===== src/fsn_pkg.sv =====
// Types, constants and the character map for the 8.3 short name generator.
// No dependencies.
package fsn_pkg;

    localparam int unsigned NAME_LEN = 11;
    localparam int unsigned BASE_LEN = 8;

    localparam logic [7:0] CH_SPACE = 8'h20;
    localparam logic [7:0] CH_DOT   = 8'h2E;
    localparam logic [7:0] CH_TILDE = 8'h7E;
    localparam logic [7:0] CH_ZERO  = 8'h30;
    localparam logic [7:0] CH_UNDER = 8'h5F;

    typedef enum logic [1:0] {
        PH_BASE = 2'd0,
        PH_SKIP = 2'd1,
        PH_EXT  = 2'd2,
        PH_DONE = 2'd3
    } t_phase;

    typedef enum logic [1:0] {
        ST_OK   = 2'd0,
        ST_DOT  = 2'd1,
        ST_COLL = 2'd2,
        ST_FULL = 2'd3
    } t_status;

    typedef struct packed {
        logic       cmd;
        logic [7:0] name_char;
        logic       name_end;
    } t_in_item;

    typedef struct packed {
        logic [7:0] short_char;
        logic [3:0] position;
        logic [1:0] status;
        logic       last;
    } t_out_item;

    // Per-cell control: clear wins over load, load over rotate.
    typedef struct packed {
        logic       clr;
        logic       ld;
        logic       sh;
        logic [7:0] d;
    } t_cell_ctl;

    function automatic logic [7:0] map_char(input logic [7:0] c_in);
        logic [7:0] c;
        logic [7:0] r;
        c = c_in;
        if (c >= 8'h61 && c <= 8'h7A) c = c - 8'd32;
        r = CH_UNDER;
        if ((c >= 8'h30 && c <= 8'h39) || (c >= 8'h41 && c <= 8'h5A)) r = c;
        case (c)
            8'h24, 8'h25, 8'h27, 8'h2D, 8'h5F, 8'h40, 8'h7E, 8'h60,
            8'h21, 8'h28, 8'h29, 8'h7B, 8'h7D, 8'h5E, 8'h23, 8'h26: r = c;
            default: ;
        endcase
        return r;
    endfunction

endpackage


===== src/fsn_cell.sv =====
// One byte cell of the short name buffer; rotates toward its neighbor.
// Depends on fsn_pkg.
module fsn_cell import fsn_pkg::*; (
    input  logic       i_clk,
    input  logic       i_rst_n,
    input  t_cell_ctl  i_ctl,
    input  logic [7:0] i_next,
    output logic [7:0] o_byte
);

    logic [7:0] r_byte;

    always_ff @(posedge i_clk) begin
        if (!i_rst_n || i_ctl.clr) begin
            r_byte <= CH_SPACE;
        end else if (i_ctl.ld) begin
            r_byte <= i_ctl.d;
        end else if (i_ctl.sh) begin
            r_byte <= i_next;
        end
    end

    assign o_byte = r_byte;

endmodule


===== config.mk =====
export PLATFORM = sky130hd
export DESIGN_NAME = fsn_cell
export DESIGN_NICKNAME = d
export VERILOG_FILES = /design/src/fsn_pkg.sv /design/src/fsn_cell.sv
export SDC_FILE = /design/constraint.sdc
export NUM_CORES = 1
export LEC_CHECK = 0
export BUFFER_PORTS_ARGS = -buffer_cell sky130_fd_sc_hd__buf_2
export CAP_MARGIN = 30
export CORE_AREA = 8 8 45 47
export CTS_BUF_LIST = sky130_fd_sc_hd__clkbuf_4 sky130_fd_sc_hd__clkbuf_8
export CTS_CLUSTER_DIAMETER = 30
export DETAILED_ROUTE_END_ITERATION = 12
export DIE_AREA = 0 0 53 55
export PLACE_DENSITY = 0.64
export SYNTH_ARGS = -nofsm -noshare
export SYNTH_HDL_FRONTEND = slang
export SYNTH_SLANG_ARGS = --single-unit

===== constraint.sdc =====
create_clock -name i_clk -period 1.73 [get_ports i_clk]
set_input_delay 0.2595 -clock i_clk [delete_from_list [all_inputs] [get_ports i_clk]]
set_output_delay 0.2595 -clock i_clk [all_outputs]
set_load 0.02 [all_outputs]

# Word-level counts from Yosys, hierarchy flattened
# Cells that the tools add are included.
dict set report classes {
  mux 2
  n_reduce_logical 3
}
# operator count
set op_table {}
lappend op_table {{$mux 8} 2}
lappend op_table {{$reduce_bool 2->1} 1}
lappend op_table {{$logic_not 1->1} 1}
lappend op_table {{$logic_or 1x1->1} 1}
dict set report totals {
  regBits 8
  word_cells 6
}

# Longest topological paths before layout
dict set report depth {
  word_depth 2
  mapped_depth 3
}

# Worst setup path after synthesis
# No wires, ideal clock.
dict set report synth_timing {
  path_kind {in2reg}
  startpoint {in i_ctl[8] (netlist bit)}
  endpoint {reg r_byte[0] (netlist: o_byte[0])}
  setup_time_ns 0.116
  arrival_ns 0.867
  required_ns 1.614
  slack_ns 0.746
  stages 3
  n_path_buf 1
  path_cell_list {buf_6 > mux2_4 > o211a_1}
}
dict set report synth_via {
  elab_chain_len 1
}
# element line_no
set synth_rtl {}
lappend synth_rtl {{start, declared} fsn_cell.sv:6} ;# input t_cell_ctl i_ctl,
lappend synth_rtl {{$reduce_bool 2->1 (no source line)} n/a}
lappend synth_rtl {{end signal, assigned} fsn_cell.sv:17} ;# r_byte <= i_ctl.d;
lappend synth_rtl {{end signal, assigned} fsn_cell.sv:19} ;# r_byte <= i_next;
lappend synth_rtl {{end, declared} fsn_cell.sv:11} ;# logic [7:0] r_byte;
# Every way passes these cells.
# A chain may end at the register's enable or synchronous reset.

# Worst setup path after layout
dict set report layout_timing {
  startpoint {reg r_byte[0] (netlist: o_byte[0])}
  endpoint {out o_byte[0]}
}
# element line_no
set layout_rtl {}
lappend layout_rtl {{end, declared} fsn_cell.sv:8} ;# output logic [7:0] o_byte
# No word-level cell between the ends.

==> results.toml <==
[place]
portBuffers = 28
place_ws_ns = 0.5726
gp_congestion = 0.7025
place_area_um2 = 576.8
dpl.hpwl_um = 861.6

[final_layout]
finalNetCount = 88
post-route-cell-area_um2 = 599.3
n_antenna_cell = 0
num-fill-cells = 141
drive_above_1_share_pct = 58.46
multi_input_area_um2 = 252.7
regArea_um2 = 160.2
area_growth_pct = 37.25
largest_register_ffs = 8

[worst_setup_path]
critPathBufInv = 1
cp_max_fo = 2
critPathArrivalTime_ns = 0.76
path_class = "flip-flop to output port"
critPathMaxStageDelay_ns = 0.33
startpoint_type = "flip-flop"
required_ns = 1.47
slowest_stage = "dfxtp_1"
crit_chain = "buf_2"
cpLargestDelayFamily = "flip-flops"
cp-end-kind = "output port"

[logic_synthesis]
synthMostInstantiatedCell = "dfxtp_1"
synth-xor-area-share_pct = 0
synth_nets = 58
synthAdderAreaFrac_pct = 0
synth-compound-area-share_pct = 17.48
ys_ff_latch = 8
muxShareOfSynthArea_pct = 26.36
syn-cell-area_um2 = 436.7
yosysTopAreaCell = "dfxtp_1"
synth_ff_type = "dfxtp_1"
synthSimpleGateAreaFrac_pct = 14.04
synth_seq_area_share_pct = 36.68
ys_warn_count = 0
synth_top_family_by_area = "multiplexers"
synthCells = 37
synthTopCellsByCount = "dfxtp_1 (8), mux2_4 (7), o211a_1 (7)"
synth_area_per_cell_um2 = 11.80
synth_area_leaders = "dfxtp_1 (37%), mux2_4 (24%), o211a_1 (16%), nand2b_1 (8.6%), buf_6 (2.6%)"
async_flop_share_pct = 0
synth_edf_count = 0
synth.distinct_cells = 13
synth_top_area_share_pct = 36.68

[clock_network]
clk_pin_slew_ns = 0.06
cts.repair.resized = 0
cts.sinks = 8
cts_root_buf = "clkbuf_4"
cts_max_level = 1
cts_tree = "built"
clk_latency_ns = 0.26
cts_setup_buffers = 0
hold_buffers = 0
cts_made_buffers = 3
cts_buffer_depth = 2

[floorplanning]
initial_utilization_pct = 31.56
die_h_um = 55
io_pins = 29
die_x_um = 53
rows = 14
core-area_um2 = 1384
die-area_um2 = 2915

[sta]
tightest_slew_ns = 0.5689
clock.fmax_mhz = 985.0
skew_ns = 0
rsz0062_at_grt = "false"
setup_tns_ns = 0
slew-limit-headroom_pct = 62.00
final-max-slew-violation-count = 0
fin_crit_ns = 1.015
hold_violations = 0
finalWorstSetupSlack_ns = 0.7147
setup_viol = 0
period_share_pct = 58.69

[grt]
grt_usage_pct = 8.042
grt_max_degree = 17
antenna_found_initial = 0
grt_pass1_wl_um = 1635
gr-total-overflow = 0
grt_pass1_vias = 375

[routing]
drtAntennaViolNets = 0
wl_um = 1106
drtPass1Iterations = 2
via_per_inst = 4.728
wire_per_inst_um = 13.65
num_vias = 383
drtIter0Drc = 1
drc = 0

[power]
power.density_nw_per_um2 = 731.4
power.switching_mw = 0.1125
p_int_mw = 0.3258
seqPwrFrac_pct = 45.1
p_comb_share_pct = 21.3
switching_share_pct = 25.67
power_frac_clock_pct = 33.6
leakagePower_nw = 0.3758
max-vdd-ir-drop_mv = 0.2352

[worst_hold_path]
min_path_type = "primary input to flip-flop"

[flow_run]
drv_cap = 0

[status]
outcome = "finished, final reports clean"
per-layer routing:
metal / up-vias / GRT usage (%) / wire length, um
li1: 190 / - / -
met1: 171 / 7.622 / 424
met2: 19 / 11.72 / 490
met3: 3 / 5.080 / 162
met4: 0 / 7.759 / 28
met5: - / 0 / 0
cells by family after synthesis:
group,Yosys count
simple gates,9
flops,8
mux,8
compound gates,8
buf+inv,4
cells in the final DEF (no fill, tap or decap):
cell	Yosys	routed
a31oi_1	1	1
buf_2	1	28
clkbuf_4	0	3
dfxtp_1	8	8
inv_1	1	1
mux2_4	7	7
mux2i_1	1	1
nand2b_1	6	6
nor2b_1	1	1
nor4bb_1	1	1
o211a_1	7	7
or2b_1	1	1
cell type report:
type | count | share of cell area [%]
repair buffers | 28 | 23.38
multi-input cells | 25 | 42.17
flip-flops and latches | 8 | 26.72
well taps | 16 | 3.340
inverters | 1 | 0.6263
clock buffers | 3 | 3.758
path summary, 6_finish.rpt:
check | cells after the start | startpoint | to | slack, ns
max | 1 | o_byte[0]$_SDFFE_PP0P_ | o_byte[0] | 0.71
min | 3 | i_ctl[5] | o_byte[5]$_SDFFE_PP1P_ | 0.27
max reg2reg | 2 | o_byte[0]$_SDFFE_PP0P_ | o_byte[0]$_SDFFE_PP0P_ | 0.85
min reg2reg | 2 | o_byte[5]$_SDFFE_PP1P_ | o_byte[5]$_SDFFE_PP1P_ | 0.56
metrics by stage:
step	hold WS [ns]	cells	util (%)	power, mW
5_1_grt	0.2858	81	43.31	0.4688
2_1_floorplan	0.4344	37	-	0.2617
4_1_cts	0.2633	81	43.31	0.4502
3_5_place_dp	0.5395	78	41.68	0.2960
3_3_place_gp	0.5519	78	41.68	0.2945
6_report	0.2675	81	43.31	0.4383
power by group through the flow:
stage / clock network (mW) / logic [mW] / registers, mW
final: 0.147 / 0.0933 / 0.198
after global routing: 0.169 / 0.102 / 0.198
after CTS: 0.158 / 0.0949 / 0.198
after detailed placement: 0 / 0.0943 / 0.202
after global placement: 0 / 0.0932 / 0.201
after floorplan: 0 / 0.0488 / 0.213
(Power assumes the default switching activity.)
